$ cat config.mk
export PLATFORM = sky130hd
export DESIGN_NAME = tpgh_front
export DESIGN_NICKNAME = d
export VERILOG_FILES = /design/src/sv/tpgh_pkg.sv /design/src/sv/tpgh_front.sv
export SDC_FILE = /design/constraint.sdc
export NUM_CORES = 2
export LEC_CHECK = 0
export BUFFER_PORTS_ARGS = -buffer_cell sky130_fd_sc_hd__buf_2
export CORE_ASPECT_RATIO = 0.8
export CORE_MARGIN = 10
export CORE_UTILIZATION = 35
export CTS_CLUSTER_SIZE = 40
export DETAILED_ROUTE_END_ITERATION = 8
export PLACE_DENSITY = 0.55
export SETUP_SLACK_MARGIN = 0.4
export SLEW_MARGIN = 20
export SYNTH_ARGS = -nofsm -noshare
export SYNTH_HDL_FRONTEND = slang
export SYNTH_SLANG_ARGS = --single-unit
$ cat constraint.sdc
create_clock -name clk -period 9 [get_ports clk]
set_input_delay 0.45 -clock clk [delete_from_list [all_inputs] [get_ports clk]]
set_output_delay 0.45 -clock clk [all_outputs]
set_load 0.005 [all_outputs]
$ cat src/sv/tpgh_pkg.sv
// Shared widths, register codes, types and the arctangent table of the heading core.
package tpgh_pkg;

  // Field and datapath widths
  localparam int SAMPLE_W = 16;
  localparam int GAIN_W   = 32;
  localparam int HEAD_W   = 16;
  localparam int DIFF_W   = 18;   // c-b and b+c-2a
  localparam int PROD_W   = 50;   // 18 x 32 signed product
  localparam int MAG_W    = 58;   // normalised magnitude, top bit at 57
  localparam int CW       = 61;   // CORDIC x/y with gain headroom
  localparam int ZW       = 33;   // accumulated angle, 2^-30 rad
  localparam int AW       = 34;   // final angle before rounding
  localparam int TAB_LEN  = 24;
  localparam int TAB_IDX_W = 5;
  localparam int TAB_W    = 32;

  // Configuration register indices
  localparam int CFG_IDX_W = 2;
  localparam logic [CFG_IDX_W-1:0] REG_GAIN_X    = 2'd0;
  localparam logic [CFG_IDX_W-1:0] REG_GAIN_Y    = 2'd1;
  localparam logic [CFG_IDX_W-1:0] REG_CHIRALITY = 2'd2;

  localparam logic signed [GAIN_W-1:0] GAIN_X_RST = 32'sd65536;
  localparam logic signed [GAIN_W-1:0] GAIN_Y_RST = 32'sd23853;

  // Angles in 2^-30 rad
  localparam logic signed [AW-1:0] ANG_PI      = 34'sd3373259426;
  localparam logic signed [AW-1:0] ANG_HALF_PI = 34'sd1686629713;

  // Per-beat control that rides along the pipeline
  typedef struct packed {
    logic valid;
    logic nx;      // x operand negative
    logic ny;      // y operand negative
    logic x_zero;
    logic y_zero;
  } tpgh_ctl_t;

  typedef struct packed {
    logic [MAG_W-1:0] ax;
    logic [MAG_W-1:0] ay;
  } tpgh_mag_t;

  typedef struct packed {
    logic signed [CW-1:0] cx;
    logic signed [CW-1:0] cy;
    logic signed [ZW-1:0] z;
  } tpgh_vec_t;

  // atan(2^-i) in 2^-30 rad
  function automatic logic [TAB_W-1:0] atan_tab(input logic [TAB_IDX_W-1:0] i);
    logic [TAB_W-1:0] r;
    case (i)
      5'd0:    r = 32'd843314856;
      5'd1:    r = 32'd497837829;
      5'd2:    r = 32'd263043836;
      5'd3:    r = 32'd133525158;
      5'd4:    r = 32'd67021686;
      5'd5:    r = 32'd33543515;
      5'd6:    r = 32'd16775850;
      5'd7:    r = 32'd8388437;
      5'd8:    r = 32'd4194282;
      5'd9:    r = 32'd2097149;
      5'd10:   r = 32'd1048575;
      5'd11:   r = 32'd524287;
      5'd12:   r = 32'd262143;
      5'd13:   r = 32'd131071;
      5'd14:   r = 32'd65535;
      5'd15:   r = 32'd32767;
      5'd16:   r = 32'd16383;
      5'd17:   r = 32'd8191;
      5'd18:   r = 32'd4095;
      5'd19:   r = 32'd2047;
      5'd20:   r = 32'd1023;
      5'd21:   r = 32'd511;
      5'd22:   r = 32'd255;
      5'd23:   r = 32'd127;
      default: r = '0;
    endcase
    return r;
  endfunction

  // One step of the leading-zero shift: move both magnitudes up by k
  // when the top k bits of their OR are clear.
  function automatic tpgh_mag_t norm_step(input tpgh_mag_t m, input int unsigned k);
    tpgh_mag_t r;
    r = m;
    if (((m.ax | m.ay) >> (MAG_W - k)) == '0) begin
      r.ax = m.ax << k;
      r.ay = m.ay << k;
    end
    return r;
  endfunction

endpackage

$ cat src/sv/tpgh_front.sv
// Front end: sensor differences, gain products, sign split and magnitudes.
module tpgh_front import tpgh_pkg::*; (
  input  logic                       clk,
  input  logic                       rst,
  input  logic                       adv,
  input  logic                       in_valid,
  input  logic signed [SAMPLE_W-1:0] sample_front,
  input  logic signed [SAMPLE_W-1:0] sample_plus,
  input  logic signed [SAMPLE_W-1:0] sample_minus,
  input  logic signed [GAIN_W-1:0]   gain_x,
  input  logic signed [GAIN_W-1:0]   gain_y,
  input  logic                       chirality_cw,
  output tpgh_ctl_t                  ctl,
  output tpgh_mag_t                  mag
);

  logic signed [DIFF_W-1:0] dx, dy;
  logic                     v1, v2;
  logic signed [DIFF_W-1:0] xd, yd;
  logic signed [GAIN_W-1:0] xg, yg;
  logic signed [PROD_W-1:0] px, py;
  logic [PROD_W-1:0]        abs_x, abs_y;

  // dx = (C-A)-(B-A), dy = (C-A)+(B-A)
  always_comb begin
    dx = DIFF_W'(sample_minus) - DIFF_W'(sample_plus);
    dy = DIFF_W'(sample_minus) + DIFF_W'(sample_plus) - (DIFF_W'(sample_front) <<< 1);
  end

  // valid bits
  always_ff @(posedge clk) begin
    if (rst) begin
      v1 <= 1'b0;
      v2 <= 1'b0;
    end else if (adv) begin
      v1 <= in_valid;
      v2 <= v1;
    end
  end

  // stage 1: operand routing by chirality (x and y of the atan2)
  always_ff @(posedge clk) begin
    if (adv) begin
      if (chirality_cw) begin
        xd <= dx;
        xg <= gain_x;
        yd <= dy;
        yg <= gain_y;
      end else begin
        xd <= dy;
        xg <= gain_y;
        yd <= dx;
        yg <= gain_x;
      end
    end
  end

  // stage 2: gain products
  always_ff @(posedge clk) begin
    if (adv) begin
      px <= xd * xg;
      py <= yd * yg;
    end
  end

  // stage 3: signs, zero flags and magnitudes
  always_comb begin
    abs_x = px[PROD_W-1] ? unsigned'(-px) : unsigned'(px);
    abs_y = py[PROD_W-1] ? unsigned'(-py) : unsigned'(py);
  end

  always_ff @(posedge clk) begin
    if (rst) begin
      ctl <= '0;
    end else if (adv) begin
      ctl.valid  <= v2;
      ctl.nx     <= px[PROD_W-1];
      ctl.ny     <= py[PROD_W-1];
      ctl.x_zero <= (px == '0);
      ctl.y_zero <= (py == '0);
    end
  end

  always_ff @(posedge clk) begin
    if (adv) begin
      mag.ax <= {{(MAG_W-PROD_W){1'b0}}, abs_x};
      mag.ay <= {{(MAG_W-PROD_W){1'b0}}, abs_y};
    end
  end

endmodule

==> reports/results.ini <==
[status]
outcome=completed

[clocking]
postCtsResizedCells=0
cts-hold-fix-buffers=0
insertion_delay_ns=0.64
numCtsBuffers=41
tritoncts=built
clk_pin_slew_ns=0.06
cts_root_buf=clkbuf_16
max-clock-path-buffers=3
ctsHtreeMaxLevel=2
cts_setup_buffers=0
cts_sinks=306

[routing]
drt-total-wl_mm=145
wl_per_cell_um=18.9
drc=0
drtPass1Iterations=5
viasPerCell=4.84
drtIter0Drc=2459
detail-route-antenna-nets=0
dr_total_vias=37200

[yosys]
yosysMostFrequentCell=inv_1
synth_top_area_share_pct=41.5
synth-seq-cells=306
synthArstFlopShare_pct=0
syn-cell-area_sq_um=54200
synthFlopType=edfxtp_1
ys_warn_count=0
synth_cell_type_count=80
synth.avg_cell_area_sq_um=9.77
ys_seq_area_share_pct=16.8
synthTopCellsByArea=fa_1, edfxtp_1, inv_1
synth.top_cells.by_count=inv_1, fa_1, nand2_1
synth_cells=5541
synth_top_area_cell=fa_1
synth-edff-count=299

[grt]
grt_pass1_wl_mm=232
met2_usage_pct=27.5
grt-busiest-layer=met2
antenna_found_initial=5
overflow=0
use_met1_pct=24.8
globalRouteMet3Util_pct=2.67
grt_pass1_vias=39900
grt_max_degree=143
grt_usage_pct=17.2

[worst_setup_path]
worstPathRequired_ns=9.34
path_buf_inv=4
slowest_delay_ns=0.81
path_delay_family=adder cells
crit_fanout=18
cpMostUsedCell=fa_1
crit_chain=clkinv_1 > buf_4 > nor2_1 > fa_1 > fa_1 > fa_1 > fa_1 > fa_1 > inv_1 > fa_1 > inv_1 > ha_1 > nand2_1 > nor2_1 > nand2_1 > or4_1 > o32a_1 > a21oi_1 > a21o_1 > a41oi_1 > xnor2_1
worstPathArrival_ns=8.13
critPathCaptureType=register
startpoint_type=register
cpMaxStageDelayCell=edfxtp_1
critPathKind=reg2reg

[cells_and_area]
multiInputGateArea_sq_um=39100
fin_nets=7145
n_fill_cell=15400
register_area_sq_um=9120
finalInstanceArea_sq_um=58800
area_delta_synth_final_pct=8.54
layout-drive-gt1-share_pct=8.22

[die]
die_height_um=372
dieArea_sq_um=171000
ios=238
fp.dieW_um=460
core_sq_um=154000
start_util_pct=35.1
rows=129

[sta]
max_freq_ghz=0.128
grt_setup_unrepaired=no
maxSlewHeadroom_pct=24.7
worstMarginPinSlew_ns=1.13
final_hold_viol_count=0
fin_crit_ns=7.79
tns_ns=0
setup_viol=0
fin_crit_sh_pct=86.5
slew_viol_final=0
fin_skew_ns=0.0407

[placed_design]
routabilityCongestion=0.859
hpwlAfterDp_mm=119
placed_area_sq_um=57400
port_buffers=221

[flow_run]
drv_cap=0

[worst_hold_path]
hold_path.class=in2reg

-- per-stage QoR --
stage	cells	worst slack [ns]	utilization, %	hold slack [ns]
final	7691	1.21	38.1	0.0719
after global routing	7689	1.01	38.1	0.0759
after CTS	7688	1.37	38.1	0.0282
after detailed placement	7614	1.41	37.2	0.478
after global placement	7612	1.45	37.2	0.474
after floorplan	5556	2.59	-	0.456
-- final timing paths --
check	start	to	slack, ns	cells past startpoint
worst max-delay path	xd[17]	px[48]	1.21	21
worst min register to register	ctl[2]	ctl[2]	0.49	2
worst min-delay path	in_valid	v1	0.07	3
worst max register to register	xd[17]	px[48]	1.21	21
-- logic make-up after synthesis --
logic type                 after synthesis  share of synthesized area [%]
adders and majority gates             1400                           47.9
other                                    1                        0.00692
muxes                                   93                           1.92
DFF                                    306                           16.8
xor gates and xnor gates               217                           3.51
buffers and inverters                 1568                           11.0
AOI/OAI and AO/OA                      425                           5.15
and+or+nand+nor                       1531                           13.7
-- layout by cell type, fill, tap and decap left out, types with 85 or more instances in the layout --
master / count
nor2_1: 136
nand2_1: 740
edfxtp_1: 299
a21oi_1: 99
mux2_2: 85
ha_1: 277
inv_1: 1304
and2_1: 442
xnor2_1: 178
fa_1: 1123
buf_2: 219
-- routing by layer --
metal | up-vias | share of wire (%)
met5 | - | 0.0076
met4 | 2 | 2.0
met3 | 143 | 6.0
met2 | 1020 | 45
met1 | 19200 | 47
li1 | 16800 | -
-- cell type report --
type,count,share of cell area [%]
Antenna cell,2,0.00851
Timing Repair Buffer,290,2.86
Multi-Input combinational cell,3682,66.6
Clock inverter,29,0.583
Tap cell,2030,4.32
Inverter,1307,8.35
Sequential cell,306,15.5
Clock buffer,45,1.77
-- registers in the layout, summed over array words and instances, names as in the netlist --
register	flops
ctl	5
px	50
yd	17
yg	32
xd	18
py	50
mag	100
v2	1
xg	32
v1	1
-- tightest hold or removal path: stages --
cell	delay (ns)
buf_2	0.08
mux2i_1	0.06
nor2_1	0.08
Power is left out: the tool's default activity adds up to more than one toggle a clock period on the data nets, which glitch-free logic cannot reach.
