==> src/sv/tpgh_pkg.sv <==
// Shared widths, register codes, types and the arctangent table of the heading core.
package tpgh_pkg;

  // Field and datapath widths
  localparam int SAMPLE_W = 16;
  localparam int GAIN_W   = 32;
  localparam int HEAD_W   = 16;
  localparam int DIFF_W   = 18;   // c-b and b+c-2a
  localparam int PROD_W   = 50;   // 18 x 32 signed product
  localparam int MAG_W    = 58;   // normalised magnitude, top bit at 57
  localparam int CW       = 61;   // CORDIC x/y with gain headroom
  localparam int ZW       = 33;   // accumulated angle, 2^-30 rad
  localparam int AW       = 34;   // final angle before rounding
  localparam int TAB_LEN  = 24;
  localparam int TAB_IDX_W = 5;
  localparam int TAB_W    = 32;

  // Configuration register indices
  localparam int CFG_IDX_W = 2;
  localparam logic [CFG_IDX_W-1:0] REG_GAIN_X    = 2'd0;
  localparam logic [CFG_IDX_W-1:0] REG_GAIN_Y    = 2'd1;
  localparam logic [CFG_IDX_W-1:0] REG_CHIRALITY = 2'd2;

  localparam logic signed [GAIN_W-1:0] GAIN_X_RST = 32'sd65536;
  localparam logic signed [GAIN_W-1:0] GAIN_Y_RST = 32'sd23853;

  // Angles in 2^-30 rad
  localparam logic signed [AW-1:0] ANG_PI      = 34'sd3373259426;
  localparam logic signed [AW-1:0] ANG_HALF_PI = 34'sd1686629713;

  // Per-beat control that rides along the pipeline
  typedef struct packed {
    logic valid;
    logic nx;      // x operand negative
    logic ny;      // y operand negative
    logic x_zero;
    logic y_zero;
  } tpgh_ctl_t;

  typedef struct packed {
    logic [MAG_W-1:0] ax;
    logic [MAG_W-1:0] ay;
  } tpgh_mag_t;

  typedef struct packed {
    logic signed [CW-1:0] cx;
    logic signed [CW-1:0] cy;
    logic signed [ZW-1:0] z;
  } tpgh_vec_t;

  // atan(2^-i) in 2^-30 rad
  function automatic logic [TAB_W-1:0] atan_tab(input logic [TAB_IDX_W-1:0] i);
    logic [TAB_W-1:0] r;
    case (i)
      5'd0:    r = 32'd843314856;
      5'd1:    r = 32'd497837829;
      5'd2:    r = 32'd263043836;
      5'd3:    r = 32'd133525158;
      5'd4:    r = 32'd67021686;
      5'd5:    r = 32'd33543515;
      5'd6:    r = 32'd16775850;
      5'd7:    r = 32'd8388437;
      5'd8:    r = 32'd4194282;
      5'd9:    r = 32'd2097149;
      5'd10:   r = 32'd1048575;
      5'd11:   r = 32'd524287;
      5'd12:   r = 32'd262143;
      5'd13:   r = 32'd131071;
      5'd14:   r = 32'd65535;
      5'd15:   r = 32'd32767;
      5'd16:   r = 32'd16383;
      5'd17:   r = 32'd8191;
      5'd18:   r = 32'd4095;
      5'd19:   r = 32'd2047;
      5'd20:   r = 32'd1023;
      5'd21:   r = 32'd511;
      5'd22:   r = 32'd255;
      5'd23:   r = 32'd127;
      default: r = '0;
    endcase
    return r;
  endfunction

  // One step of the leading-zero shift: move both magnitudes up by k
  // when the top k bits of their OR are clear.
  function automatic tpgh_mag_t norm_step(input tpgh_mag_t m, input int unsigned k);
    tpgh_mag_t r;
    r = m;
    if (((m.ax | m.ay) >> (MAG_W - k)) == '0) begin
      r.ax = m.ax << k;
      r.ay = m.ay << k;
    end
    return r;
  endfunction

endpackage

==> src/sv/tpgh_norm.sv <==
// Three-stage leading-zero normalisation of the magnitude pair.
module tpgh_norm import tpgh_pkg::*; (
  input  logic      clk,
  input  logic      rst,
  input  logic      adv,
  input  tpgh_ctl_t ctl_in,
  input  tpgh_mag_t mag_in,
  output tpgh_ctl_t ctl_out,
  output tpgh_vec_t vec_out
);

  tpgh_ctl_t ctl1, ctl2;
  tpgh_mag_t m1, m2, m3_next;

  // control beat
  always_ff @(posedge clk) begin
    if (rst) begin
      ctl1    <= '0;
      ctl2    <= '0;
      ctl_out <= '0;
    end else if (adv) begin
      ctl1    <= ctl_in;
      ctl2    <= ctl1;
      ctl_out <= ctl2;
    end
  end

  assign m3_next = norm_step(norm_step(m2, 2), 1);

  // shifts by 32/16, then 8/4, then 2/1
  always_ff @(posedge clk) begin
    if (adv) begin
      m1 <= norm_step(norm_step(mag_in, 32), 16);
      m2 <= norm_step(norm_step(m1, 8), 4);
      vec_out.cx <= signed'({{(CW-MAG_W){1'b0}}, m3_next.ax});
      vec_out.cy <= signed'({{(CW-MAG_W){1'b0}}, m3_next.ay});
      vec_out.z  <= '0;
    end
  end

endmodule

==> config.mk <==
export PLATFORM = sky130hd
export DESIGN_NAME = tpgh_norm
export DESIGN_NICKNAME = d
export VERILOG_FILES = /design/src/sv/tpgh_pkg.sv /design/src/sv/tpgh_norm.sv
export SDC_FILE = /design/constraint.sdc
export NUM_CORES = 1
export LEC_CHECK = 0
export BUFFER_PORTS_ARGS = -buffer_cell sky130_fd_sc_hd__buf_4
export CORE_MARGIN = 2
export CORE_UTILIZATION = 25
export CTS_BUF_LIST = sky130_fd_sc_hd__clkbuf_4 sky130_fd_sc_hd__clkbuf_8 sky130_fd_sc_hd__clkbuf_16
export CTS_CLUSTER_DIAMETER = 150
export CTS_CLUSTER_SIZE = 24
export DETAILED_ROUTE_END_ITERATION = 8
export PLACE_DENSITY = 0.44
export SETUP_SLACK_MARGIN = 0.2
export SLEW_MARGIN = 0
export SYNTH_ARGS = -nofsm -noshare
export SYNTH_HDL_FRONTEND = slang
export SYNTH_SLANG_ARGS = --single-unit
==> constraint.sdc <==
create_clock -name clk -period 2.64 [get_ports clk]
set_input_delay 0 -clock clk [delete_from_list [all_inputs] [get_ports clk]]
set_output_delay 0 -clock clk [all_outputs]
set_load 0.005 [all_outputs]
==> flow_summary.toml <==
[worst_setup_path]
r2r_start = "m1[108]"
critPathLaunchType = "primary input"
r2r_cells = 8
critPathKind = "in -> reg"
endpoint = "m1[27]"
worstSetupEndpointType = "flop"
crit_fanout = 6
startpoint = "mag_in[92]"
r2r_end = "m2[39]"
worstPathArrival_ns = 2.70
regToRegSetupSlack_ns = 0.27
crit_required_ns = 2.91

[flow_run]
cap_violations = 0

[floorplan]
fp-row-count = 99
io_pins = 284
die_area_um2 = 75090
die_height_um = 274.0
core_um2 = 72590
initial_core_util_pct = 25.11
die_x_um = 274.0

[power_and_ir_drop]
power_frac_seq_pct = 58.3
internal_power_mw = 9.202
clkPwrFrac_pct = 26.7
switching_share_pct = 25.22
total_leakage_power_nw = 8.729
powerDensity_nw_per_um2 = 520.7
ir_drop_mv = 0.4053
switchingPower_mw = 3.103
comb_power_share_pct = 15.0

[drt]
drt_iter0_markers = 1019
drc = 0
drtPass1Iterations = 5
vias = 12240
routed_wl_um = 59190
antenna_left = 0
avgRoutedWirePerCell_um = 22.30
via_per_inst = 4.611

[place]
dp_hpwl_um = 45700
port_buffers = 244
placedCellCount = 2483
pre_cts_ws_ns = 0.03423
place_congestion = 0.9188

[global_routing]
grt_usage_pct = 15.14
overflow = 0
grt_max_degree = 72
grt_pass1_wl_um = 85040
antenna_found_initial = 2
grt_pass1_vias = 12500

[layout]
drive_gt1_share_pct = 24.99
areaGrowthSynthToFinish_pct = 29.65
final_nets = 1811
final_cells = 2654

[yosys]
ys_async_sr_fraction_pct = 0
synth_ff_type = "edfxtp_1"
synthesis.area_um2 = 18230
synth_area_per_cell_um2 = 14.01
yosysTopAreaCell = "edfxtp_1"
synth_cell_type_count = 42
synth_edf_count = 348
ys_ff_latch = 363
synth_top_area_share_pct = 57.33
synth_seq_area_share_pct = 58.98
synth_warnings = 0
synth_cells = 1301
ys_top_cells_by_area = "edfxtp_1 (57%), mux2i_1 (23%), a221o_1 (1.8%)"

[worst_hold_path]
hold_path_class = "in -> reg"

[timing]
worst_slew_pin_slew_ns = 0.8905
finalHoldViolations = 0
timing.slew.headroom_pct = 40.63
fin_skew_ns = 0.02216
setup_viol = 0
fin_crit_sh_pct = 91.93
rsz0062_at_grt = "yes"
max_freq_mhz = 412.0
slew_violations = 0
fin_ws_ns = 0.2130
period_needed_ns = 2.427
setup_tns_ns = 0

[clock_network]
cts.sinks = 363
clock_path_buffers = 3
cts-root-buf = "clkbuf_16"
cts_buffers = 19
cts_tree = "done"
clk_pin_slew_ns = 0.10
worstSkewPairLatency_ns = 0.54
ctsHtreeMaxLevel = 1

[run_status]
status = "complete, no violations"
## metal layers
metal / track usage, % / vias to the layer above / part of all wire, %
met5: 0 / - / 0.029
met2: 22.70 / 476 / 43
li1: - / 5740 / -
met4: 3.475 / 2 / 1.9
met3: 1.629 / 68 / 4.9
met1: 23.18 / 5951 / 50
## cells by family after synthesis
group           Yosys count  share of synthesized area, %
buf+inv                 142                         4.256
other cells               1                       0.02057
mux                     433                         24.26
compound gates          204                         7.599
flops                   363                         58.98
simple gates            158                         4.888
## stage by stage
step	instance area (um2)	utilization (%)	power [mW]	hold slack, ns
floorplan	18370	-	7.890	0.07238
global placement	21450	29.55	8.994	0.2360
detailed placement	21450	29.55	8.997	0.2455
CTS	23350	32.16	12.45	0.2567
global route	23630	32.55	12.83	0.2774
finish	23630	32.56	12.31	0.2880
## placed cells by master, fill, tap and decap left out, types with 21 or more instances in the layout
cell,netlist,routed
mux2i_1,411,393
clkbuf_16,0,21
nand2_1,27,26
nor4_1,26,21
o21ai_0,46,45
nand3_1,23,23
and2_1,41,41
buf_4,40,299
conb_1,1,39
a21oi_1,50,49
a221o_1,32,32
dlygate4sd3_1,0,128
edfxtp_1,348,348
## Yosys cell counts, types with 2 or more instances
library cell / instances
a211oi_1: 2
a21boi_0: 20
a21oi_1: 50
a221o_1: 32
a22oi_1: 10
a31o_2: 20
and2_1: 41
and3_1: 3
and4_1: 2
buf_1: 8
buf_2: 26
buf_4: 40
buf_6: 8
clkbuf_1: 46
dfxtp_1: 15
edfxtp_1: 348
inv_1: 14
mux2_1: 10
mux2_4: 10
mux2i_1: 411
mux4_2: 2
nand2_1: 27
nand3_1: 23
nand4_1: 3
nor2_1: 20
nor3_1: 2
nor4_1: 26
o21a_1: 3
o21ai_0: 46
o21ai_1: 16
or4_1: 6
## power by group through the flow
stage	Clock (mW)	Combinational, mW	Sequential, mW
after floorplan	0	0.734	7.16
final	3.28	1.84	7.18
after detailed placement	0	1.69	7.31
after global placement	0	1.68	7.31
after CTS	3.42	1.85	7.18
after global routing	3.59	2.01	7.23
## worst min-delay path by stage
stage / startpoint / endpoint / slack (ns) / depth (start not counted)
final: rst / ctl_out[0] / 0.29 / 3
after global routing: mag_in[115] / m1[115] / 0.28 / 3
after CTS: mag_in[114] / m1[114] / 0.26 / 3
after detailed placement: ctl_in[4] / ctl1[4] / 0.25 / 3
after global placement: ctl_in[4] / ctl1[4] / 0.24 / 3
after floorplan: rst / ctl2[0] / 0.07 / 1
## state kept, by name (all words and copies together) (netlist names)
signal and flops:
ctl2 5, ctl_out 5, m2 116, ctl1 5, vec_out 116, m1 116
## cell type report
type,instances,area [um2]
diodes,2,5.005
repair buffers,455,4045
multi-input cells,834,7022
clock buffers,26,528.0
clock inverters,1,30.03
fillers,7278,48950
flip-flops and latches,363,10750
well taps,959,1200
inverters,14,52.55
## critical path, stage by stage
cell           delay [ns]
dlygate4sd3_1        0.55
buf_4                0.15
or4_1                0.52
or3_4                0.42
or4_4                0.56
buf_12               0.17
o21ai_0              0.18
mux2i_1              0.15
## timing repair
item                                   CTS  global route
buffers inserted                         3             7
pin swaps                                2             8
gates cloned                             0             4
setup endpoints to repair               75           214
resized for setup                        7            31
endpoints found under the hold margin  175             0
hold buffers                           128             0
Note: power is estimated with default switching activity, not from simulation.
