### config.mk
export PLATFORM = sky130hd
export DESIGN_NAME = tpgh_out
export DESIGN_NICKNAME = d
export VERILOG_FILES = /design/src/sv/tpgh_pkg.sv /design/src/sv/tpgh_out.sv
export SDC_FILE = /design/constraint.sdc
export NUM_CORES = 1
export LEC_CHECK = 0
export BUFFER_PORTS_ARGS = -buffer_cell sky130_fd_sc_hd__buf_2
export CORE_MARGIN = 2
export CORE_UTILIZATION = 45
export DETAILED_ROUTE_END_ITERATION = 10
export GPL_ROUTABILITY_DRIVEN = 0
export SLEW_MARGIN = 15
export SYNTH_ARGS = -nofsm -noshare
export SYNTH_HDL_FRONTEND = slang
export SYNTH_SLANG_ARGS = --single-unit
### constraint.sdc
create_clock -name clk -period 6.5 [get_ports clk]
set_clock_uncertainty 0.1 [all_clocks]
set_input_delay 0.975 -clock clk [delete_from_list [all_inputs] [get_ports clk]]
set_output_delay 0.975 -clock clk [all_outputs]
set_load 0.005 [all_outputs]
### src/sv/tpgh_pkg.sv
// Shared widths, register codes, types and the arctangent table of the heading core.
package tpgh_pkg;

  // Field and datapath widths
  localparam int SAMPLE_W = 16;
  localparam int GAIN_W   = 32;
  localparam int HEAD_W   = 16;
  localparam int DIFF_W   = 18;   // c-b and b+c-2a
  localparam int PROD_W   = 50;   // 18 x 32 signed product
  localparam int MAG_W    = 58;   // normalised magnitude, top bit at 57
  localparam int CW       = 61;   // CORDIC x/y with gain headroom
  localparam int ZW       = 33;   // accumulated angle, 2^-30 rad
  localparam int AW       = 34;   // final angle before rounding
  localparam int TAB_LEN  = 24;
  localparam int TAB_IDX_W = 5;
  localparam int TAB_W    = 32;

  // Configuration register indices
  localparam int CFG_IDX_W = 2;
  localparam logic [CFG_IDX_W-1:0] REG_GAIN_X    = 2'd0;
  localparam logic [CFG_IDX_W-1:0] REG_GAIN_Y    = 2'd1;
  localparam logic [CFG_IDX_W-1:0] REG_CHIRALITY = 2'd2;

  localparam logic signed [GAIN_W-1:0] GAIN_X_RST = 32'sd65536;
  localparam logic signed [GAIN_W-1:0] GAIN_Y_RST = 32'sd23853;

  // Angles in 2^-30 rad
  localparam logic signed [AW-1:0] ANG_PI      = 34'sd3373259426;
  localparam logic signed [AW-1:0] ANG_HALF_PI = 34'sd1686629713;

  // Per-beat control that rides along the pipeline
  typedef struct packed {
    logic valid;
    logic nx;      // x operand negative
    logic ny;      // y operand negative
    logic x_zero;
    logic y_zero;
  } tpgh_ctl_t;

  typedef struct packed {
    logic [MAG_W-1:0] ax;
    logic [MAG_W-1:0] ay;
  } tpgh_mag_t;

  typedef struct packed {
    logic signed [CW-1:0] cx;
    logic signed [CW-1:0] cy;
    logic signed [ZW-1:0] z;
  } tpgh_vec_t;

  // atan(2^-i) in 2^-30 rad
  function automatic logic [TAB_W-1:0] atan_tab(input logic [TAB_IDX_W-1:0] i);
    logic [TAB_W-1:0] r;
    case (i)
      5'd0:    r = 32'd843314856;
      5'd1:    r = 32'd497837829;
      5'd2:    r = 32'd263043836;
      5'd3:    r = 32'd133525158;
      5'd4:    r = 32'd67021686;
      5'd5:    r = 32'd33543515;
      5'd6:    r = 32'd16775850;
      5'd7:    r = 32'd8388437;
      5'd8:    r = 32'd4194282;
      5'd9:    r = 32'd2097149;
      5'd10:   r = 32'd1048575;
      5'd11:   r = 32'd524287;
      5'd12:   r = 32'd262143;
      5'd13:   r = 32'd131071;
      5'd14:   r = 32'd65535;
      5'd15:   r = 32'd32767;
      5'd16:   r = 32'd16383;
      5'd17:   r = 32'd8191;
      5'd18:   r = 32'd4095;
      5'd19:   r = 32'd2047;
      5'd20:   r = 32'd1023;
      5'd21:   r = 32'd511;
      5'd22:   r = 32'd255;
      5'd23:   r = 32'd127;
      default: r = '0;
    endcase
    return r;
  endfunction

  // One step of the leading-zero shift: move both magnitudes up by k
  // when the top k bits of their OR are clear.
  function automatic tpgh_mag_t norm_step(input tpgh_mag_t m, input int unsigned k);
    tpgh_mag_t r;
    r = m;
    if (((m.ax | m.ay) >> (MAG_W - k)) == '0) begin
      r.ax = m.ax << k;
      r.ay = m.ay << k;
    end
    return r;
  endfunction

endpackage

### src/sv/tpgh_out.sv
// Quadrant fix-up, rounding to Q2.13, output register and skid buffer.
module tpgh_out import tpgh_pkg::*; (
  input  logic                     clk,
  input  logic                     rst,
  input  tpgh_ctl_t                ctl_in,
  input  logic signed [ZW-1:0]     z_in,
  input  logic                     out_ready,
  output logic                     out_valid,
  output logic signed [HEAD_W-1:0] heading,
  output logic                     adv
);

  localparam logic signed [17:0] H_PI = 18'sd25736;

  logic signed [AW-1:0]     z_ext, t, ang_next, ang;
  logic                     ang_valid;
  logic signed [AW:0]       sum;
  logic signed [17:0]       h;
  logic signed [HEAD_W-1:0] h_out;
  logic                     skid_valid;
  logic signed [HEAD_W-1:0] skid_data;

  assign adv = !skid_valid;

  // quadrant and axis cases
  always_comb begin
    z_ext = AW'(z_in);
    t = ctl_in.nx ? ANG_PI - z_ext : z_ext;
    ang_next = ctl_in.ny ? -t : t;
    if (ctl_in.y_zero) begin
      ang_next = ctl_in.nx ? ANG_PI : '0;
    end else if (ctl_in.x_zero) begin
      ang_next = ctl_in.ny ? -ANG_HALF_PI : ANG_HALF_PI;
    end
  end

  always_ff @(posedge clk) begin
    if (rst) begin
      ang_valid <= 1'b0;
    end else if (adv) begin
      ang_valid <= ctl_in.valid;
    end
  end

  always_ff @(posedge clk) begin
    if (adv) begin
      ang <= ang_next;
    end
  end

  // negate, round to Q2.13, fold -pi onto +pi
  always_comb begin
    sum   = -((AW+1)'(ang)) + 35'sd65536;
    h     = signed'(sum[AW:17]);
    h_out = (h <= -H_PI || h > H_PI) ? HEAD_W'(H_PI) : h[HEAD_W-1:0];
  end

  // output register and skid control
  always_ff @(posedge clk) begin
    if (rst) begin
      out_valid  <= 1'b0;
      skid_valid <= 1'b0;
    end else if (skid_valid) begin
      if (out_ready) begin
        skid_valid <= 1'b0;
      end
    end else if (!out_valid || out_ready) begin
      out_valid <= ang_valid;
    end else if (ang_valid) begin
      skid_valid <= 1'b1;
    end
  end

  always_ff @(posedge clk) begin
    if (skid_valid) begin
      if (out_ready) begin
        heading <= skid_data;
      end
    end else if (!out_valid || out_ready) begin
      heading <= h_out;
    end else begin
      skid_data <= h_out;
    end
  end

  // a parked beat always sits behind a shown one
  a_skid_behind_out: assert property (@(posedge clk) disable iff (rst)
    skid_valid |-> out_valid)
    else $error("skid holds a beat while output is empty");

  // a parked beat is not dropped while the output stalls
  a_skid_kept: assert property (@(posedge clk) disable iff (rst)
    skid_valid && !out_ready |=> skid_valid && $stable(skid_data))
    else $error("skid beat lost during stall");

  // heading stays in (-pi, pi]
  a_heading_range: assert property (@(posedge clk) disable iff (rst)
    out_valid |-> (heading >= -16'sd25735) && (heading <= 16'sd25736))
    else $error("heading out of range");

endmodule

==> results of run 1 <==
flip-flops by register name, indices dropped and copies added (netlist names):
signal,flops
ang,34
heading,16
skid_data,16
ang_valid,1
out_valid,1
skid_valid,1
path summary, 6_finish.rpt:
kind / from / end / depth (start not counted)
worst max-delay path: z_in[0] / ang[16]$_DFFE_PN_ / 10
worst min-delay path: ang_valid$_SDFFE_PP0N_ / out_valid$_SDFFE_PP0P_ / 2
worst max register to register: ang[21]$_SDFFCE_PP0N_ / heading[3]$_DFFE_PP_ / 9
worst min register to register: ang_valid$_SDFFE_PP0N_ / out_valid$_SDFFE_PP0P_ / 2
cell usage in the layout (no fill, tap or decap), drive strengths merged, types with 5 or more instances in the layout:
cell type,instances
edfxtp,66
buf,64
nand2,51
nor2,47
a21oi,43
o21ai,40
xnor2,27
nor3,20
mux2,20
nand3,18
inv,17
nand4,15
and2,15
nor4,14
a31oi,13
clkbuf,13
xor2,12
a211oi,12
and3,12
or3,11
nor2b,9
o31ai,9
or4,8
o21a,7
a2111oi,7
or2,6
o211ai,6
and4,6
a21o,5
nor3b,5
nand3b,5
o22ai,5
a41oi,5
mux2i,5
cell type report:
| class | instances | area, um2 | area share |
|---|---|---|---|
| multi-input cells | 524 | 3530 | 0.542 |
| flip-flops and latches | 69 | 2040 | 0.314 |
| repair buffers | 64 | 335 | 0.0515 |
| clock buffers | 13 | 270 | 0.0415 |
| well taps | 172 | 215 | 0.0331 |
| inverters | 20 | 75.1 | 0.0115 |
| clock inverters | 3 | 42.5 | 0.00654 |
kinds of logic after synthesis:
kind of cell,count (synthesis),synth area share
AOI/OAI and AO/OA,196,0.237
xor gates and xnor gates,39,0.0583
adders and majority gates,2,0.00427
buffers and inverters,75,0.0498
DFF,69,0.348
muxes,25,0.0489
and+or+nand+nor,262,0.254
worst max-delay path, cell delays in order:
cell and delay [ps]:
buf_2 140, ha_1 290, o41a_1 410, a2111oi_0 430
o21ai_1 130, a2111oi_2 550, and4_1 410, o2111ai_1 250
a311o_1 430, a222oi_1 370
layer usage:
metal | track usage | up-vias
met5 | 0 | -
met4 | 0.0648 | 0
met3 | 0.0363 | 18
met2 | 0.335 | 195
met1 | 0.301 | 2440
li1 | - | 2625
through the flow:
stage                      util  hold WS [ps]
after floorplan               -           352
after global placement    0.489           367
after detailed placement  0.489           377
after CTS                 0.513           387
after global routing      0.513           433
final                     0.513           386
power by group:
part           internal, mW  total, mW  switching (mW)
Sequential            0.544      0.569          0.0250
Combinational         0.133      0.317           0.184
Clock                 0.327      0.498           0.171
Total                  1.00       1.38           0.380
==> impl_results.md, run 1 <==
* GRT Residual Overflow at 0
* Register area share after synthesis at 0.348
* Layout Cells excl Fill at 865
* Clock transition at path regs at 50 ps
* Drt via density at 6.10
* Worst Setup End Kind: flop
* Placed Cells at 849
* Critical path data required time at 6520 ps
* Pwr Total at 1.38 mW
* DR WL met3 at 802 um
* Flops & latches, synth at 69
* Max Cap Viol at 0
* 1st-iter DRT viols at 625
* TritonCTS clock tree: yes
* Post-Synthesis Cell Area at 5860 um2
* # setup viols final at 0
* Filler instances at 1,193
* TritonCTS Buffers at 9
* Later-pin clock latency in the skew report at 330 ps
* Vias in the first global route at 4,819
* Post-synthesis cell count at 668
* Antenna violations before repair at 0
* I/O pin cnt at 59
* Ys Warns at 0
* Wl on met1 at 6990 um
* Global-route wire length before repair at 24,400 um
* Pin count of the biggest net entering global routing at 50
* Met2 routed WL at 6580 um
* Outcome: finished clean
* # diodes at 0
* Starting Density at 0.462
* Final WL at 14,600 um
* Post-synth top area share at 0.338
* WS Path Type: in -> reg
* Die X at 118 um
* RSZ-0062 raised after global routing: no
* I/O Buffers at 58
* Routed via count at 5,278
* Worst-path fanout max at 7
* Dpl ws at 1890 ps
* Pwr per Cell Area at 213 nW/um2
* Hold crit path type: reg -> reg
* H-Tree Depth at 3
* Root Driver: clkbuf_16
* Die ar. at 14,000 um2
* DRC errors left at 0
* Final min period at 4350 ps
* Slew Viols, Final at 0
* Antenna-violating nets left at 0
* Clock Tree Buf Depth at 2
* Post-Syn Nets at 711
* Async SR Flop Fraction at 0
* Static leakage at 2.31 nW
* Max layer used: met4
* Setup TNS Final at 0 ps
* Placed cell areas at 6190 um2
* Synth cell count leaders: edfxtp_1 (66), clkbuf_1 (48), nand2_1 (48)
* EDFF count, synth at 66
* Setup slack, reg-to-reg at 2480 ps
* Post_cts resized at 0
* Drt first pass iters at 6
* Cell area after layout at 6510 um2
* Worst slew pin tran at 919 ps
* Die height at 118 um
* Core area at 12,700 um2
* Share of cells above drive strength 1 at 0.186
* Fin. Hold Viols at 0
* Distinct cells, synth at 89
* Max frequency at 230 MHz
* Postcts setup bufs at 0
* Ratio of final minimum period to clock period at 0.670
* Relative slew slack at 0.372
* Top-count cell post-synth: edfxtp_1
* Synth Area per Inst at 8.77 um2
* Wire per inst at 16.9 um
* Cts hold-fix bufs at 0
* Final Worst Setup Slack at 2150 ps
* Crit path DAT at 4370 ps
* Final nets at 731
* Peak VDD IR at 0.108 mV
* Top post-synthesis cells by area: edfxtp_1 (34%), xnor2_1 (4.0%), a21oi_1 (3.7%), clkbuf_1 (3.1%), mux2_2 (3.1%)
* Cell row count at 41
* Sink Count at 69
* GRT Util Overall at 0.213
* Area delta synth->final at 11.0%
* Dpl hpwl at 10,800 um
* Crit path launch type: primary input
* Leading area contributor after synthesis: edfxtp_1
* Predominant post-synthesis flop cell: edfxtp_1
No activity file was read; power rests on OpenSTA's default activity.
==> inputs of run 2 (changes only) <==
Clock period 6.5 ns to 4.3 ns, I/O delays scaled along.
==> run 2 against run 1 <==
  * Clock-buffer cell count is 1 lower
  * Via count is 0.95% higher
  * Die area stayed put
  * Sequential share of layout area is 0.27 points lower
  * Hold slack worse by 1.0 ps
  * Routed wire length is 0.46% higher
  * Global-route usage is 0.058 points lower
  * Total power is 49% higher
  * Cell count is 1.2% higher
  * Worst setup slack worse by 1900 ps
  * First-iteration DRC count is 9.3% lower
  * Critical endpoint is now heading[5]$_DFFE_PP_
==> impl_results.md, run 2 (synthesis gave the netlist of run 1 again) <==
* Slew Viols, Final at 0 (unchanged)
* Final Worst Setup Slack at 258 ps (-1890 ps)
* TritonCTS Buffers at 9 (unchanged)
* Dpl ws at 192 ps (-1700 ps)
* Later-pin clock latency in the skew report at 330 ps (about the same)
* Critical Path Start: ang[21]$_SDFFCE_PP0N_
* Die X at 118 um (unchanged)
* Max frequency at 247 MHz
* Most frequent cells in the layout: edfxtp_1 (66), buf_2 (58), nand2_1 (48)
* Cts hold-fix bufs at 0 (unchanged)
* Most flop-heavy register: ang
* Largest registers: ang: 34 flops, heading: 16 flops, skid_data: 16 flops
* Fin. Hold Viols at 0 (unchanged)
* # setup viols final at 0 (unchanged)
* Peak VDD IR at 0.181 mV (+68%)
* Wire per inst at 16.8 um (-0.68%)
* Global-route wire length before repair at 24,500 um (+0.54%)
* Clock Tree Buf Depth at 2 (unchanged)
* Die height at 118 um (unchanged)
* Ratio of final minimum period to clock period at 0.940
* Final nets at 741 (+1.4%)
* Worst slew pin tran at 818 ps (-101 ps)
* Cell row count at 41 (unchanged)
* Pin count of the biggest net entering global routing at 50 (unchanged)
* Critical R2R Launch: ang[21]$_SDFFCE_PP0N_
* Outcome: finished clean
* Critical path data required time at 4270 ps (-2250 ps)
* Max Cap Viol at 0 (unchanged)
* R2R Path End: heading[5]$_DFFE_PP_
* Crit path DAT at 4010 ps (-360 ps)
* Final WL at 14,700 um (+0.46%)
* Clock transition at path regs at 60 ps (about the same)
* WS Path Type: reg -> reg
* Sink Count at 69 (unchanged)
* Core area at 12,700 um2 (unchanged)
* Worst-path fanout max at 13 (+6)
* Antenna violations before repair at 0 (unchanged)
* Filler instances at 1,225 (+2.7%)
* Hold path start: out_ready
* 1st-iter DRT viols at 567 (-9.3%)
* Max reg flops at 34 (unchanged)
* Crit path launch type: flop
* Relative slew slack at 0.455 (+0.0830)
* Postcts setup bufs at 0 (unchanged)
* I/O Buffers at 58 (unchanged)
* Worst reg2reg path depth at 9 (unchanged)
* DRC errors left at 0 (unchanged)
* Setup slack, reg-to-reg at 260 ps (-2220 ps)
* Dpl hpwl at 11,000 um (+2.4%)
* Pwr per Cell Area at 314 nW/um2 (+48%)
* Antenna-violating nets left at 0 (unchanged)
* RSZ-0062 raised after global routing: no
* Drt first pass iters at 8 (+2)
* Area delta synth->final at 12.0%
* Share of cells above drive strength 1 at 0.196 (+0.0102)
* Die ar. at 14,000 um2 (unchanged)
* Vias in the first global route at 4,920 (+2.1%)
* Static leakage at 2.35 nW (+1.8%)
* Worst Hold End: skid_valid$_SDFF_PP0_
* Post_cts resized at 0 (unchanged)
* H-Tree Depth at 3 (unchanged)
* GRT Util Overall at 0.213 (-0.000581)
* WHS Path Cells at 2 (unchanged)
* Root Driver: clkbuf_16
* Hold crit path type: in -> reg
* Final min period at 4040 ps
* Starting Density at 0.462 (unchanged)
* GRT Residual Overflow at 0 (unchanged)
* TritonCTS clock tree: yes
* Drt via density at 6.09 (-0.21%)
* Post-layout util at 0.518 (+0.00444)
* I/O pin cnt at 59 (unchanged)
* Setup TNS Final at 0 ps (unchanged)
* # diodes at 0 (unchanged)
* Routed via count at 5,328 (+0.95%)
* Worst Setup End Kind: flop
* Most common cell after layout, fill and taps aside: edfxtp_1
## run 2: changes by cell type in the layout (fill, tap and decap cells not counted)
cell,delta
buf_4,+10
clkbuf_8,-2
clkbuf_1,+1
clkinv_2,+1
## run 2: area by class of cell
cell class              instances  area, um2  area share
clock buffers                  12        246      0.0376
clock inverters                 4       47.5     0.00724
inverters                      20       75.1      0.0114
multi-input cells             524       3530       0.537
flip-flops and latches         69       2040       0.311
well taps                     172        215      0.0328
repair buffers                 74        410      0.0625
## run 2: report_power, final
part | total [mW] | internal (mW) | switching, mW
Clock | 0.712 | 0.462 | 0.250
Combinational | 0.489 | 0.207 | 0.282
Sequential | 0.860 | 0.822 | 0.0380
## run 2: routing by layer
metal | routed length, um | track usage | up-vias
met3 | 805 | 0.0199 | 16
met2 | 6820 | 0.350 | 181
li1 | - | - | 2625
met5 | 0 | 0 | -
met4 | 244 | 0.0723 | 0
met1 | 6830 | 0.293 | 2506
## run 2: stage by stage
stage	hold slack (ps)	std cells	instance area [um2]	power (mW)
6_report	385	875	6560	2.06
5_1_grt	390	875	6560	2.17
4_1_cts	372	875	6560	2.07
3_5_place_dp	378	859	6270	1.36
3_3_place_gp	363	859	6270	1.34
2_1_floorplan	352	668	5860	1.21
## run 2: how the worst max path moves through the flow
| stage | endpoint | cells after the start |
|---|---|---|
| final | heading[5]$_DFFE_PP_ | 9 |
| after global routing | heading[10]$_DFFE_PP_ | 9 |
| after global placement | ang[16]$_DFFE_PN_ | 10 |
| after floorplan | ang[16]$_DFFE_PN_ | 15 |
| after detailed placement | ang[16]$_DFFE_PN_ | 10 |
| after CTS | heading[5]$_DFFE_PP_ | 9 |
## run 2: critical path: stages (launching register included)
cell	delay [ps]
edfxtp_1	470
or3_4	450
or4_4	510
or4b_1	660
nand3b_1	160
a21oi_1	100
o311ai_2	500
o21ai_2	290
and3b_1	270
mux2_2	270
==> inputs of run 3 (changes only) <==
Settings changed: ABC_AREA from default to 1.
==> run 3 against run 2 <==
  * Design area increased by 11%
  * Total power increased by 6.4%
  * Die area increased by 11%
  * Hold slack got worse by 25 ps
  * First-iteration DRC count decreased by 21%
  * Non-clock buffer count decreased by 12
  * Synthesized area increased by 12%
  * Largest power group unchanged
  * Sequential power decreased by 2%
  * Critical path depth increased by 10
  * Cell count increased by 48%
==> impl_results.md, run 3 <==
* Outcome: finished clean
* Async SR Flop Fraction at 0 (unchanged)
* GRT Util Overall at 0.206 (-0.00672)
* Most frequent cells in the layout: nand2_1 (354), nor2_1 (152), nand3_1 (120)
* Register area share after synthesis at 0.312 (-0.0367)
* Die ar. at 15,500 um2 (+11%)
* Drt via density at 5.02 (-18%)
* WS Path Type: in -> reg
* EDFF count, synth at 66 (unchanged)
* Placed cell areas at 6960 um2 (+11%)
* Ys Warns at 0 (unchanged)
* R2R Path End: skid_data[15]$_DFFE_PP_
* Most flop-heavy register: ang
* RSZ-0062 raised after global routing: no
* Adder-cell share of the synthesized area at 0.00382 (-0.000450)
* Postcts setup bufs at 0 (unchanged)
* Critical path data required time at 4260 ps (about the same)
* # setup viols final at 0 (unchanged)
* Antenna-violating nets left at 0 (unchanged)
* Top post-synthesis cells by area: edfxtp_1 (30%), nand2_1 (20%), nand3_1 (9.2%), nor2_1 (8.7%), inv_1 (6.2%)
* Worst reg2reg path depth at 14 (+5)
* Synth cell count leaders: nand2_1 (354), nor2_1 (152), nand3_1 (120)
* Post-synthesis xor/xnor area fraction at 0.00936 (-0.0489)
* Static leakage at 3.49 nW (+48%)
* Most common cell after layout, fill and taps aside: nand2_1
* Root Driver: clkbuf_16
* Met3 usage at 0.0275 (+0.00763)
* Worst-path fanout max at 30 (+17)
* Clock transition at path regs at 50 ps (about the same)
* Wire per inst at 12.2 um (-27%)
* Area of the multi-input gates at 3840 um2 (+8.9%)
* Die height at 125 um (+5.5%)
* Multiplexer area fraction after synthesis at 0 (-0.0489)
* Relative slew slack at 0.476 (+0.0217)
* Routed via count at 6,485 (+22%)
* Layout Cells excl Fill at 1,293 (+48%)
* Pin count of the biggest net entering global routing at 52 (+4.0%)
* Synth Area in Simple Gates at 0.510 (+0.257)
* Worst Setup End Kind: flop
* Placed Cells at 1,278 (+49%)
* Setup TNS Final at 0 ps (unchanged)
* Setup slack, reg-to-reg at 1510 ps (+1250 ps)
* Leading area contributor after synthesis: edfxtp_1
* Peak VDD IR at 0.167 mV (-7.9%)
* Largest registers: ang: 34 flops, heading: 16 flops, skid_data: 16 flops
* Vias in the first global route at 5,921 (+20%)
* Global-route wire length before repair at 26,900 um (+9.7%)
* Max reg flops at 34 (unchanged)
* Predominant post-synthesis flop cell: edfxtp_1
* Global route hottest layer: met2
* Cts hold-fix bufs at 0 (unchanged)
* Filler instances at 1,513 (+24%)
* Cell row count at 44 (+7.3%)
* WHS Path Cells at 2 (unchanged)
* Flops & latches, synth at 69 (unchanged)
* Clock Tree Buf Depth at 2 (unchanged)
* Crit path DAT at 2910 ps (-1100 ps)
* Synth Area per Inst at 6.19 um2 (-29%)
* Ratio of final minimum period to clock period at 0.687 (-0.253)
* Share of cells above drive strength 1 at 0.148 (-0.0484)
* Max frequency at 339 MHz (+37%)
* Core area at 14,400 um2 (+13%)
* Main combinational cell family by area after synthesis: simple AND/OR/NAND/NOR gates
* 1st-iter DRT viols at 447 (-21%)
* GRT Residual Overflow at 0 (unchanged)
* DRC errors left at 0 (unchanged)
* Post-synthesis cell count at 1,058 (+58%)
* Dpl hpwl at 12,700 um (+15%)
* Post-Synthesis Cell Area at 6550 um2 (+12%)
* Sink Count at 69 (unchanged)
* Antenna violations before repair at 0 (unchanged)
* Post_cts resized at 0 (unchanged)
* Final min period at 2950 ps (-1090 ps)
* H-Tree Depth at 3 (unchanged)
* M1 GR Usage at 0.252 (-0.0408)
* Area delta synth->final at 11.3%
* Max Cap Viol at 0 (unchanged)
* Register area at 2040 um2 (unchanged)
* Final nets at 1,148 (+55%)
* Synth Area in Compound Gates at 0.0630 (-0.174)
* Drt first pass iters at 5 (-3)
* GRT met2 Usage at 0.374 (+0.0241)
* Fin. Hold Viols at 0 (unchanged)
* Cell area after layout at 7290 um2 (+11%)
* Die X at 125 um (+5.5%)
* Hold crit path type: reg -> reg
* Post-synth top area share at 0.303 (-0.0356)
* I/O pin cnt at 59 (unchanged)
* # diodes at 0 (unchanged)
* TritonCTS Buffers at 9 (unchanged)
* Worst Hold End: ang_valid$_SDFFE_PP0N_
* Post-Syn Nets at 1,101 (+55%)
* TritonCTS clock tree: yes
* I/O Buffers at 58 (unchanged)
* Later-pin clock latency in the skew report at 330 ps (about the same)
* Starting Density at 0.456 (-0.00666)
* Hold path start: ang_valid$_SDFFE_PP0N_
* Top-count cell post-synth: nand2_1
* Critical R2R Launch: ang[19]$_DFFE_PN_
* Worst slew pin tran at 784 ps (-33.7 ps)
* Pwr per Cell Area at 301 nW/um2 (-4.2%)
* Crit path launch type: primary input
* Distinct cells, synth at 46 (-48%)
* Slew Viols, Final at 0 (unchanged)
* Final WL at 15,800 um (+7.5%)
[run 3: stage by stage]
step | total power [mW] | setup slack [ps] | util | hold slack (ps)
after global routing | 2.33 | 929 | 0.507 | 395
after global placement | 1.40 | 1070 | 0.484 | 357
after CTS | 2.21 | 1370 | 0.507 | 367
after floorplan | 1.26 | 1580 | - | 334
final | 2.19 | 1350 | 0.507 | 360
after detailed placement | 1.40 | 1020 | 0.484 | 358
[run 3: cell type report]
class,instances,area share
clock inverter,5,0.0137
timing repair buffer,62,0.0440
multi-input combinational,824,0.527
sequential,69,0.280
clock buffer,10,0.0314
inverter,139,0.0719
tap,184,0.0316
[run 3: layer usage]
layer  share of wire  vias up
li1                -     3511
met1            0.46     2845
met2            0.49      111
met3           0.030       18
met4           0.018        0
met5               0        -
[run 3: worst max-delay path, cell delays in order]
cell,delay [ps]
buf_2,410
nand2_1,90
o21ai_1,150
ha_1,200
nand2_1,60
nor2_1,140
nand3_1,100
nor2_1,180
nand2_1,70
nor2_1,110
nand3_1,100
nor2_1,140
nand2_1,70
nand2_1,110
nand2_1,80
nand2_1,60
nand3_1,60
nand2_1,90
nand2_1,60
[run 3: how the worst max path moves through the flow]
stage / startpoint / endpoint / cells after the start
3_5_place_dp: ctl_in[3] / ang[24]$_DFFE_PN_ / 17
3_3_place_gp: ctl_in[3] / ang[24]$_DFFE_PN_ / 17
4_1_cts: ctl_in[3] / ang[24]$_DFFE_PN_ / 17
2_1_floorplan: z_in[0] / ang[24]$_DFFE_PN_ / 17
5_1_grt: ctl_in[3] / ang[30]$_DFFE_PN_ / 19
6_report: ctl_in[3] / ang[30]$_DFFE_PN_ / 19
[run 3: cell families after synthesis]
kind of cell	Yosys count
and+or+nand+nor	740
buffers and inverters	165
AOI/OAI and AO/OA	75
DFF	69
xor gates and xnor gates	7
adders and majority gates	2
[run 3: power by group]
part,switching (mW),internal (mW),leakage [nW]
registers,0.0294,0.814,0.716
logic,0.366,0.177,2.61
clock network,0.247,0.560,0.162
total,0.642,1.55,3.49
